===== src/design/ats_pkg.sv =====
`timescale 1ns / 1ps
// ----------------------------------------------------------------------------
// ats_pkg
// shared constants, payload types and state codes of the alarm table scheduler
// ----------------------------------------------------------------------------
package ats_pkg;

  localparam int TABLE_DEPTH = 8;
  localparam int MAX_RESULTS = 8;
  localparam int QUEUE_DEPTH = 2;

  localparam int CNT_W  = $clog2(TABLE_DEPTH + 1);
  localparam int IDX_W  = (TABLE_DEPTH > 1) ? $clog2(TABLE_DEPTH) : 1;
  localparam int RES_W  = $clog2(MAX_RESULTS + 1);
  localparam int QPTR_W = (QUEUE_DEPTH > 1) ? $clog2(QUEUE_DEPTH) : 1;
  localparam int QCNT_W = $clog2(QUEUE_DEPTH + 1);

  localparam int ID_W    = 8;
  localparam int DELAY_W = 31;
  localparam int AUX_W   = 32;
  localparam int TIME_W  = 64;
  localparam int UNITS_W = 20;
  localparam int PROD_W  = DELAY_W + UNITS_W;

  localparam int CFG_IDX_W  = 1;
  localparam int CFG_DATA_W = 20;

  localparam logic [CFG_IDX_W-1:0] REG_TIME_UNITS = 1'b0;
  localparam logic [CFG_IDX_W-1:0] REG_OVF_ID     = 1'b1;

  localparam logic [UNITS_W-1:0] TIME_UNITS_RESET = 20'd1000;
  localparam logic [ID_W-1:0]    OVF_ID_RESET     = 8'd3;

  localparam logic FUNC_ACTIVATE = 1'b0;
  localparam logic FUNC_TICK     = 1'b1;

  localparam logic RK_FIRED    = 1'b0;
  localparam logic RK_OVERFLOW = 1'b1;

  typedef struct packed {
    logic               func;
    logic [ID_W-1:0]    event_id;
    logic [DELAY_W-1:0] delay_units;
    logic               periodic;
    logic [AUX_W-1:0]   aux_data;
    logic [TIME_W-1:0]  now_time;
  } in_item_t;

  typedef struct packed {
    logic             result_kind;
    logic [ID_W-1:0]  fired_event;
    logic [AUX_W-1:0] fired_aux;
    logic             last;
  } out_item_t;

  typedef struct packed {
    logic [UNITS_W-1:0] time_units;
    logic [ID_W-1:0]    ovf_id;
  } cfg_t;

  typedef enum logic [1:0] {
    CMD_ACTIVATE,
    CMD_CANCEL,
    CMD_TICK
  } cmd_kind_t;

  typedef struct packed {
    cmd_kind_t          kind;
    logic [ID_W-1:0]    id;
    logic [DELAY_W-1:0] delay;
    logic               periodic;
    logic [AUX_W-1:0]   aux;
    logic [TIME_W-1:0]  now;
  } cmd_t;

  typedef enum logic [2:0] {
    ST_IDLE,
    ST_REMOVE,
    ST_OVERFLOW,
    ST_MUL,
    ST_APPEND,
    ST_SCAN,
    ST_REARM,
    ST_FLUSH
  } back_state_t;

endpackage


===== src/design/ats_front.sv =====
`timescale 1ns / 1ps
// ----------------------------------------------------------------------------
// ats_front
// accepts input transfers, classifies them and queues them for the back end
// ----------------------------------------------------------------------------
module ats_front (
  input  logic              clk,
  input  logic              rst_n,
  input  logic              in_valid,
  output logic              in_ready,
  input  ats_pkg::in_item_t in_data,
  output logic              cmd_valid,
  input  logic              cmd_pop,
  output ats_pkg::cmd_t     cmd_data
);
  import ats_pkg::*;

  cmd_t              q_r [QUEUE_DEPTH];
  logic [QPTR_W-1:0] wr_ptr_r, wr_ptr_nxt;
  logic [QPTR_W-1:0] rd_ptr_r, rd_ptr_nxt;
  logic [QCNT_W-1:0] cnt_r, cnt_nxt;
  logic              push;
  logic              pop;
  cmd_t              cls;

  // classify
  always_comb begin
    cls.id       = in_data.event_id;
    cls.delay    = in_data.delay_units;
    cls.periodic = in_data.periodic;
    cls.aux      = in_data.aux_data;
    cls.now      = in_data.now_time;
    if (in_data.func == FUNC_TICK) begin
      cls.kind = CMD_TICK;
    end else if (in_data.delay_units == '0) begin
      cls.kind = CMD_CANCEL;
    end else begin
      cls.kind = CMD_ACTIVATE;
    end
  end

  assign in_ready  = (cnt_r != QCNT_W'(QUEUE_DEPTH));
  assign cmd_valid = (cnt_r != '0);
  assign cmd_data  = q_r[rd_ptr_r];
  assign push      = in_valid && in_ready;
  assign pop       = cmd_pop && cmd_valid;

  always_comb begin
    wr_ptr_nxt = wr_ptr_r;
    rd_ptr_nxt = rd_ptr_r;
    cnt_nxt    = cnt_r;
    if (push) begin
      wr_ptr_nxt = (wr_ptr_r == QPTR_W'(QUEUE_DEPTH - 1)) ? '0 : wr_ptr_r + 1'b1;
    end
    if (pop) begin
      rd_ptr_nxt = (rd_ptr_r == QPTR_W'(QUEUE_DEPTH - 1)) ? '0 : rd_ptr_r + 1'b1;
    end
    if (push && !pop) begin
      cnt_nxt = cnt_r + 1'b1;
    end else if (pop && !push) begin
      cnt_nxt = cnt_r - 1'b1;
    end
  end

  always_ff @(posedge clk) begin
    if (!rst_n) begin
      wr_ptr_r <= '0;
      rd_ptr_r <= '0;
      cnt_r    <= '0;
    end else begin
      wr_ptr_r <= wr_ptr_nxt;
      rd_ptr_r <= rd_ptr_nxt;
      cnt_r    <= cnt_nxt;
    end
  end

  always_ff @(posedge clk) begin
    if (push) begin
      q_r[wr_ptr_r] <= cls;
    end
  end

endmodule


===== src/design/ats_back.sv =====
`timescale 1ns / 1ps
// ----------------------------------------------------------------------------
// ats_back
// alarm table, scan sequencer, shared multiplier and result register
// ----------------------------------------------------------------------------
module ats_back (
  input  logic               clk,
  input  logic               rst_n,
  input  ats_pkg::cfg_t      cfg,
  input  logic               cmd_valid,
  output logic               cmd_pop,
  input  ats_pkg::cmd_t      cmd_data,
  output logic               out_valid,
  input  logic               out_ready,
  output ats_pkg::out_item_t out_data
);
  import ats_pkg::*;

  logic [ID_W-1:0]    id_r  [TABLE_DEPTH];
  logic [TIME_W-1:0]  due_r [TABLE_DEPTH];
  logic [DELAY_W-1:0] dly_r [TABLE_DEPTH];
  logic [AUX_W-1:0]   aux_r [TABLE_DEPTH];
  logic               per_r [TABLE_DEPTH];

  back_state_t        state_r, state_nxt;
  cmd_t               cmd_r;
  logic [CNT_W-1:0]   count_r;
  logic [CNT_W-1:0]   k_r;
  logic [RES_W-1:0]   n_r;
  logic [PROD_W-1:0]  prod_r;
  logic               pend_valid_r;
  out_item_t          pend_r;
  logic               out_valid_r;
  out_item_t          out_data_r;

  logic [IDX_W-1:0]   k_idx;
  logic [IDX_W-1:0]   app_idx;
  logic [ID_W-1:0]    sel_id;
  logic [TIME_W-1:0]  sel_due;
  logic [DELAY_W-1:0] sel_dly;
  logic [AUX_W-1:0]   sel_aux;
  logic               sel_per;
  logic               in_range;
  logic               scan_live;
  logic               expired;
  logic               push_ok;
  logic [DELAY_W-1:0] mul_a;
  logic [TIME_W-1:0]  new_due;

  logic               drop_en;
  logic               k_inc;
  logic               fire;
  logic               push;
  out_item_t          push_item;
  logic               pend_clr;
  logic               append;
  logic               rearm;
  logic               mul_en;

  assign k_idx     = k_r[IDX_W-1:0];
  assign app_idx   = count_r[IDX_W-1:0];
  assign sel_id    = id_r[k_idx];
  assign sel_due   = due_r[k_idx];
  assign sel_dly   = dly_r[k_idx];
  assign sel_aux   = aux_r[k_idx];
  assign sel_per   = per_r[k_idx];
  assign in_range  = (k_r < count_r);
  assign scan_live = in_range && (n_r < RES_W'(MAX_RESULTS));
  assign expired   = (sel_due <= cmd_r.now);
  assign push_ok   = !out_valid_r || out_ready;
  assign mul_a     = (cmd_r.kind == CMD_TICK) ? sel_dly : cmd_r.delay;
  assign new_due   = cmd_r.now + TIME_W'(prod_r);

  // next state
  always_comb begin
    state_nxt = state_r;
    unique case (state_r)
      ST_IDLE: begin
        if (cmd_valid) begin
          state_nxt = (cmd_data.kind == CMD_TICK) ? ST_SCAN : ST_REMOVE;
        end
      end
      ST_REMOVE: begin
        if (!in_range) begin
          if (cmd_r.kind == CMD_CANCEL) begin
            state_nxt = ST_IDLE;
          end else if (count_r >= CNT_W'(TABLE_DEPTH)) begin
            state_nxt = ST_OVERFLOW;
          end else begin
            state_nxt = ST_MUL;
          end
        end
      end
      ST_OVERFLOW: begin
        if (push_ok) begin
          state_nxt = ST_IDLE;
        end
      end
      ST_MUL: begin
        state_nxt = (cmd_r.kind == CMD_TICK) ? ST_REARM : ST_APPEND;
      end
      ST_APPEND: begin
        state_nxt = ST_IDLE;
      end
      ST_SCAN: begin
        if (!scan_live) begin
          state_nxt = ST_FLUSH;
        end else if (fire && sel_per) begin
          state_nxt = ST_MUL;
        end
      end
      ST_REARM: begin
        state_nxt = ST_SCAN;
      end
      ST_FLUSH: begin
        if (!pend_valid_r || push_ok) begin
          state_nxt = ST_IDLE;
        end
      end
      default: begin
        state_nxt = ST_IDLE;
      end
    endcase
  end

  // control outputs
  always_comb begin
    cmd_pop   = 1'b0;
    drop_en   = 1'b0;
    k_inc     = 1'b0;
    fire      = 1'b0;
    push      = 1'b0;
    push_item = pend_r;
    pend_clr  = 1'b0;
    append    = 1'b0;
    rearm     = 1'b0;
    mul_en    = 1'b0;
    unique case (state_r)
      ST_IDLE: begin
        cmd_pop = cmd_valid;
      end
      ST_REMOVE: begin
        if (in_range) begin
          if (sel_id == cmd_r.id) begin
            drop_en = 1'b1;
          end else begin
            k_inc = 1'b1;
          end
        end
      end
      ST_OVERFLOW: begin
        push                  = push_ok;
        push_item.result_kind = RK_OVERFLOW;
        push_item.fired_event = cfg.ovf_id;
        push_item.fired_aux   = '0;
        push_item.last        = 1'b1;
      end
      ST_MUL: begin
        mul_en = 1'b1;
      end
      ST_APPEND: begin
        append = 1'b1;
      end
      ST_SCAN: begin
        if (scan_live) begin
          if (expired) begin
            if (!pend_valid_r || push_ok) begin
              fire    = 1'b1;
              push    = pend_valid_r;
              drop_en = !sel_per;
            end
          end else begin
            k_inc = 1'b1;
          end
        end
      end
      ST_REARM: begin
        rearm = 1'b1;
        k_inc = 1'b1;
      end
      ST_FLUSH: begin
        push           = pend_valid_r && push_ok;
        pend_clr       = push;
        push_item.last = 1'b1;
      end
      default: begin
        cmd_pop = 1'b0;
      end
    endcase
  end

  // control state
  always_ff @(posedge clk) begin
    if (!rst_n) begin
      state_r      <= ST_IDLE;
      count_r      <= '0;
      k_r          <= '0;
      n_r          <= '0;
      pend_valid_r <= 1'b0;
      out_valid_r  <= 1'b0;
    end else begin
      state_r <= state_nxt;
      if (drop_en) begin
        count_r <= count_r - 1'b1;
      end else if (append) begin
        count_r <= count_r + 1'b1;
      end
      if (cmd_pop) begin
        k_r <= '0;
      end else if (k_inc) begin
        k_r <= k_r + 1'b1;
      end
      if (cmd_pop) begin
        n_r <= '0;
      end else if (fire) begin
        n_r <= n_r + 1'b1;
      end
      if (fire) begin
        pend_valid_r <= 1'b1;
      end else if (pend_clr) begin
        pend_valid_r <= 1'b0;
      end
      if (push) begin
        out_valid_r <= 1'b1;
      end else if (out_ready) begin
        out_valid_r <= 1'b0;
      end
    end
  end

  // payload
  always_ff @(posedge clk) begin
    if (cmd_pop) begin
      cmd_r <= cmd_data;
    end
    if (mul_en) begin
      prod_r <= PROD_W'(mul_a) * PROD_W'(cfg.time_units);
    end
    if (fire) begin
      pend_r.result_kind <= RK_FIRED;
      pend_r.fired_event <= sel_id;
      pend_r.fired_aux   <= sel_aux;
      pend_r.last        <= 1'b0;
    end
    if (push) begin
      out_data_r <= push_item;
    end
  end

  // table: shift-down removal, append at the tail, re-arm in place
  always_ff @(posedge clk) begin
    for (int j = 0; j < TABLE_DEPTH - 1; j++) begin
      if (drop_en && (CNT_W'(j) >= k_r)) begin
        id_r[j]  <= id_r[j+1];
        due_r[j] <= due_r[j+1];
        dly_r[j] <= dly_r[j+1];
        aux_r[j] <= aux_r[j+1];
        per_r[j] <= per_r[j+1];
      end
    end
    if (append) begin
      id_r[app_idx]  <= cmd_r.id;
      due_r[app_idx] <= new_due;
      dly_r[app_idx] <= cmd_r.delay;
      aux_r[app_idx] <= cmd_r.aux;
      per_r[app_idx] <= cmd_r.periodic;
    end
    if (rearm) begin
      due_r[k_idx] <= new_due;
    end
  end

  assign out_valid = out_valid_r;
  assign out_data  = out_data_r;

  a_count_bound: assert property (@(posedge clk) disable iff (!rst_n)
    count_r <= CNT_W'(TABLE_DEPTH))
    else $error("entry count beyond table depth");

  a_scan_bound: assert property (@(posedge clk) disable iff (!rst_n)
    k_r <= count_r)
    else $error("scan index past entry count");

  a_idle_no_pend: assert property (@(posedge clk) disable iff (!rst_n)
    (state_r == ST_IDLE) |-> !pend_valid_r)
    else $error("pending result left over at idle");

  a_ovf_last: assert property (@(posedge clk) disable iff (!rst_n)
    (out_valid_r && (out_data_r.result_kind == RK_OVERFLOW)) |-> out_data_r.last)
    else $error("overflow result not marked last");

  a_result_bound: assert property (@(posedge clk) disable iff (!rst_n)
    n_r <= RES_W'(MAX_RESULTS))
    else $error("too many results for one tick");

endmodule


===== src/design/alarm_table_scheduler.sv =====
`timescale 1ns / 1ps
// ----------------------------------------------------------------------------
// alarm_table_scheduler
// alarm table with activate, cancel and tick commands, decoupled front and back
// ----------------------------------------------------------------------------
// activate: id search one entry a cycle, then multiply and append (overflow result if the table is full)
// tick: scan of the table; each periodic alarm fired is re-armed through the shared multiplier
// results leave through an output register, last one after the scan completes
// a two-deep command queue takes new transfers while the back end is busy
// reset clears the entry count, queue and sequencer; table contents are not cleared
module alarm_table_scheduler (
  input  logic                              clk,
  input  logic                              rst_n,
  input  logic                              in_valid,
  output logic                              in_ready,
  input  ats_pkg::in_item_t                 in_data,
  output logic                              out_valid,
  input  logic                              out_ready,
  output ats_pkg::out_item_t                out_data,
  input  logic                              cfg_we,
  input  logic [ats_pkg::CFG_IDX_W-1:0]     cfg_index,
  input  logic [ats_pkg::CFG_DATA_W-1:0]    cfg_wdata
);
  import ats_pkg::*;

  cfg_t cfg_r;
  logic cmd_valid;
  logic cmd_pop;
  cmd_t cmd_data;

  always_ff @(posedge clk) begin
    if (!rst_n) begin
      cfg_r.time_units <= TIME_UNITS_RESET;
      cfg_r.ovf_id     <= OVF_ID_RESET;
    end else if (cfg_we) begin
      unique case (cfg_index)
        REG_TIME_UNITS: cfg_r.time_units <= cfg_wdata[UNITS_W-1:0];
        REG_OVF_ID:     cfg_r.ovf_id     <= cfg_wdata[ID_W-1:0];
      endcase
    end
  end

  ats_front u_front (
    .clk       (clk),
    .rst_n     (rst_n),
    .in_valid  (in_valid),
    .in_ready  (in_ready),
    .in_data   (in_data),
    .cmd_valid (cmd_valid),
    .cmd_pop   (cmd_pop),
    .cmd_data  (cmd_data)
  );

  ats_back u_back (
    .clk       (clk),
    .rst_n     (rst_n),
    .cfg       (cfg_r),
    .cmd_valid (cmd_valid),
    .cmd_pop   (cmd_pop),
    .cmd_data  (cmd_data),
    .out_valid (out_valid),
    .out_ready (out_ready),
    .out_data  (out_data)
  );

endmodule

===== config.mk =====
export PLATFORM = sky130hd
export DESIGN_NAME = alarm_table_scheduler
export DESIGN_NICKNAME = d
export VERILOG_FILES = /design/src/design/ats_pkg.sv /design/src/design/ats_front.sv /design/src/design/ats_back.sv /design/src/design/alarm_table_scheduler.sv
export SDC_FILE = /design/constraint.sdc
export NUM_CORES = 2
export LEC_CHECK = 0
export ABC_AREA = 1
export BUFFER_PORTS_ARGS = -buffer_cell sky130_fd_sc_hd__clkbuf_2
export CORE_MARGIN = 4
export CORE_UTILIZATION = 45
export DETAILED_ROUTE_END_ITERATION = 8
export GPL_ROUTABILITY_DRIVEN = 0
export PLACE_DENSITY = 0.6
export SYNTH_ARGS = -nofsm -noshare
export SYNTH_HDL_FRONTEND = slang
export SYNTH_SLANG_ARGS = --single-unit

===== constraint.sdc =====
create_clock -name clk -period 11.3 [get_ports clk]
set_input_delay 1.13 -clock clk [delete_from_list [all_inputs] [get_ports clk]]
set_output_delay 1.13 -clock clk [all_outputs]
set_load 0.01 [all_outputs]

==> results.json <==
{
  "hold_viol": 0,
  "die_area_um2": 228000,
  "synth-xor-area-share_pct": 0.654,
  "synth_cell_types": 45,
  "drtPass1Iterations": 7,
  "synth_compound_area_share_pct": 12.0,
  "crit_type": "flip-flop to flip-flop",
  "vias": 77100,
  "cp_slowest_stage_delay_ps": 940,
  "cts_root_buf": "clkbuf_16",
  "end_kind": "flip-flop",
  "netlist_area_um2": 99200,
  "port_buffers": 206,
  "clock-skew-final_ps": 88.1,
  "synth.top_cells.by_count": "nand2_1 (2,538), edfxtp_1 (1,635), inv_1 (1,288), o21ai_0 (1,263), nor2_1 (1,049)",
  "path_clk_slew_ps": 60,
  "post_cts_resized": 0,
  "cts_buffers": 180,
  "grt_pass1_vias": 75000,
  "io-pin-count": 207,
  "cp_slowest_cell": "dfxtp_4",
  "grt_max_degree": 185,
  "maxSlewViolCount": 0,
  "status": "complete, no violations",
  "ys_seq_area_share_pct": 50.6,
  "drc_errors": 0,
  "cp_common_cell": "fa_1",
  "start_util_pct": 45.2,
  "synth_nets": 11600,
  "grt_pass1_wl_um": 465000,
  "cts-htree-levels": 4,
  "hpwl_um": 202000,
  "synthTopCellsByArea": "edfxtp_1 (50%), fa_1 (10%), nand2_1 (9.6%)",
  "syn_inst": 10600,
  "synth_top_cell_by_area": "edfxtp_1",
  "routedWlPerCell_um": 22.8,
  "drive_above_1_share_pct": 5.95,
  "required_ps": 11860,
  "postCtsSetupBuffers": 0,
  "finalCritPeriodShare_pct": 83.0,
  "yosysMostFrequentCell": "nand2_1",
  "rows": 172,
  "routed_wl_um": 310000,
  "cts_tree": "built",
  "ys.flop_type": "edfxtp_1",
  "synth_warnings": 0,
  "syn_avg_cell_area_um2": 9.36,
  "core_area_um2": 220000,
  "drv_cap": 0,
  "cp.arrival_ps": 9940,
  "clock_path_buffers": 3,
  "setup.worst_path.start_class": "flip-flop",
  "antenna_left": 0,
  "rsz0062_at_grt": "false",
  "setup_viol": 0,
  "setup-tns-final_ps": 0,
  "synth_edf_count": 1635,
  "synth_mux_area_share_pct": 0,
  "final_area_um2": 109000,
  "fp.dieW_um": 477,
  "final_nets": 11500,
  "syn_to_final_growth_pct": 9.63,
  "synth-seq-cells": 1688,
  "period_minus_slack_ps": 9380,
  "synth_fa_ha_area_share_pct": 14.1,
  "cts_hold_buf": 0,
  "overflow": 0,
  "viasPerCell": 5.68,
  "synth_top_family_by_area": "simple AND/OR/NAND/NOR gates",
  "drt-initial-drc-count": 8747,
  "worst_hold_path_type": "primary input to flip-flop",
  "async_flop_share_pct": 0,
  "cp_max_fo": 141,
  "relSlewSlack_pct": 21.4,
  "synth_top_area_share_pct": 49.5,
  "dieHeight_um": 477,
  "clock_insertion_delay_worst_skew_ps": 890,
  "fillers": 20300,
  "dpl_cell_area_um2": 103000,
  "tightest_slew_ps": 1180,
  "timing.fmax_mhz": 107,
  "antenna_found_initial": 8,
  "grt.total_usage_pct": 26.6,
  "cts_sinks": 1688,
  "synth-simple-area-share_pct": 15.4
}
-- per-stage QoR --
stage | setup slack (ps) | hold slack (ps) | utilization (%) | std cells
after floorplan | 2350 | 426 | - | 10600
after global placement | 2150 | 429 | 46.8 | 13200
after detailed placement | 2070 | 446 | 46.8 | 13200
after CTS | 1980 | 351 | 49.5 | 13600
after global routing | 1230 | 377 | 49.5 | 13600
final | 1920 | 432 | 49.5 | 13600
-- cells by family after synthesis --
logic type | Yosys count
AND/OR/NAND/NOR | 3926
adder cells (fa/ha/maj) | 806
XOR/XNOR | 74
buffers and inverters | 1863
flip-flops | 1688
AO/OA/AOI/OAI | 2233
-- per-layer routing --
layer | GRT usage (%) | part of all wire, %
met1 | 36.2 | 41
met3 | 4.75 | 8.8
met5 | 0 | 0.0035
met2 | 42.4 | 46
met4 | 11.0 | 4.5
-- sequential cells by signal, summed over array words and instances, names as in the netlist, 2 cells and up, named ones only --
register / flops
u_back.per_r: 8
u_back.k_r: 4
u_back.dly_r: 248
u_back.out_data: 42
u_back.count_r: 4
u_back.prod_r: 51
u_back.id_r: 64
u_back.pend_r: 40
u_back.aux_r: 256
u_front.cnt_r: 2
cfg_r: 28
u_back.cmd_r: 138
u_front.q_r: 276
u_back.state_r: 3
u_back.due_r: 512
u_back.n_r: 4
-- worst max-delay path: cells and delay by family (launching register included) --
kind	cells	cell delay [ps]
adders and majority gates	8	3790
AOI/OAI and AO/OA	9	1940
and+or+nand+nor	4	940
xor gates and xnor gates	1	150
DFF	1	940
buffers and inverters	5	1280
-- cells in the final DEF, fill, tap and decap left out, types with 25 or more instances in the layout --
cell type  synthesis  layout
buf_4              4     105
ha_1             286     286
clkinv_1          27      53
clkbuf_2           1     206
o21ai_1           83      85
o21ai_0         1263    1258
o211ai_1          72      72
nor2_1          1049    1039
inv_1           1288    1282
xnor2_1           36      36
clkbuf_16          0     180
edfxtp_1        1635    1635
o22ai_1           63      63
a21oi_1          477     474
clkbuf_1         368      39
nand3_1          238     238
nor3_1            26      25
a31oi_1          217     217
fa_1             520     520
xor2_1            38      38
nand4_1           41      41
nand2_1         2538    2527
dfxtp_1           53      47
-- area by class of cell --
type | instances | area [um^2] | share of cell area [%]
clock inverters | 92 | 1130 | 1.04
inverters | 1324 | 5000 | 4.60
repair buffers | 316 | 1920 | 1.77
flip-flops and latches | 1688 | 50200 | 46.2
well taps | 2871 | 3590 | 3.30
clock buffers | 233 | 4840 | 4.46
multi-input cells | 7039 | 42000 | 38.7
diodes | 9 | 22.5 | 0.0207
-- worst paths after layout --
path	startpoint	end	slack, ps	cells after the start
min	in_data[78]	u_front.q_r[0][78]	430	1
min reg2reg	u_front.rd_ptr_r	flip-flop	460	1
max	flip-flop	u_back.prod_r[41]	1920	27
max reg2reg	flip-flop	u_back.prod_r[41]	1920	27
Power is left out: the tool's default activity adds up to more than one toggle a clock period on the data nets, which glitch-free logic cannot reach.
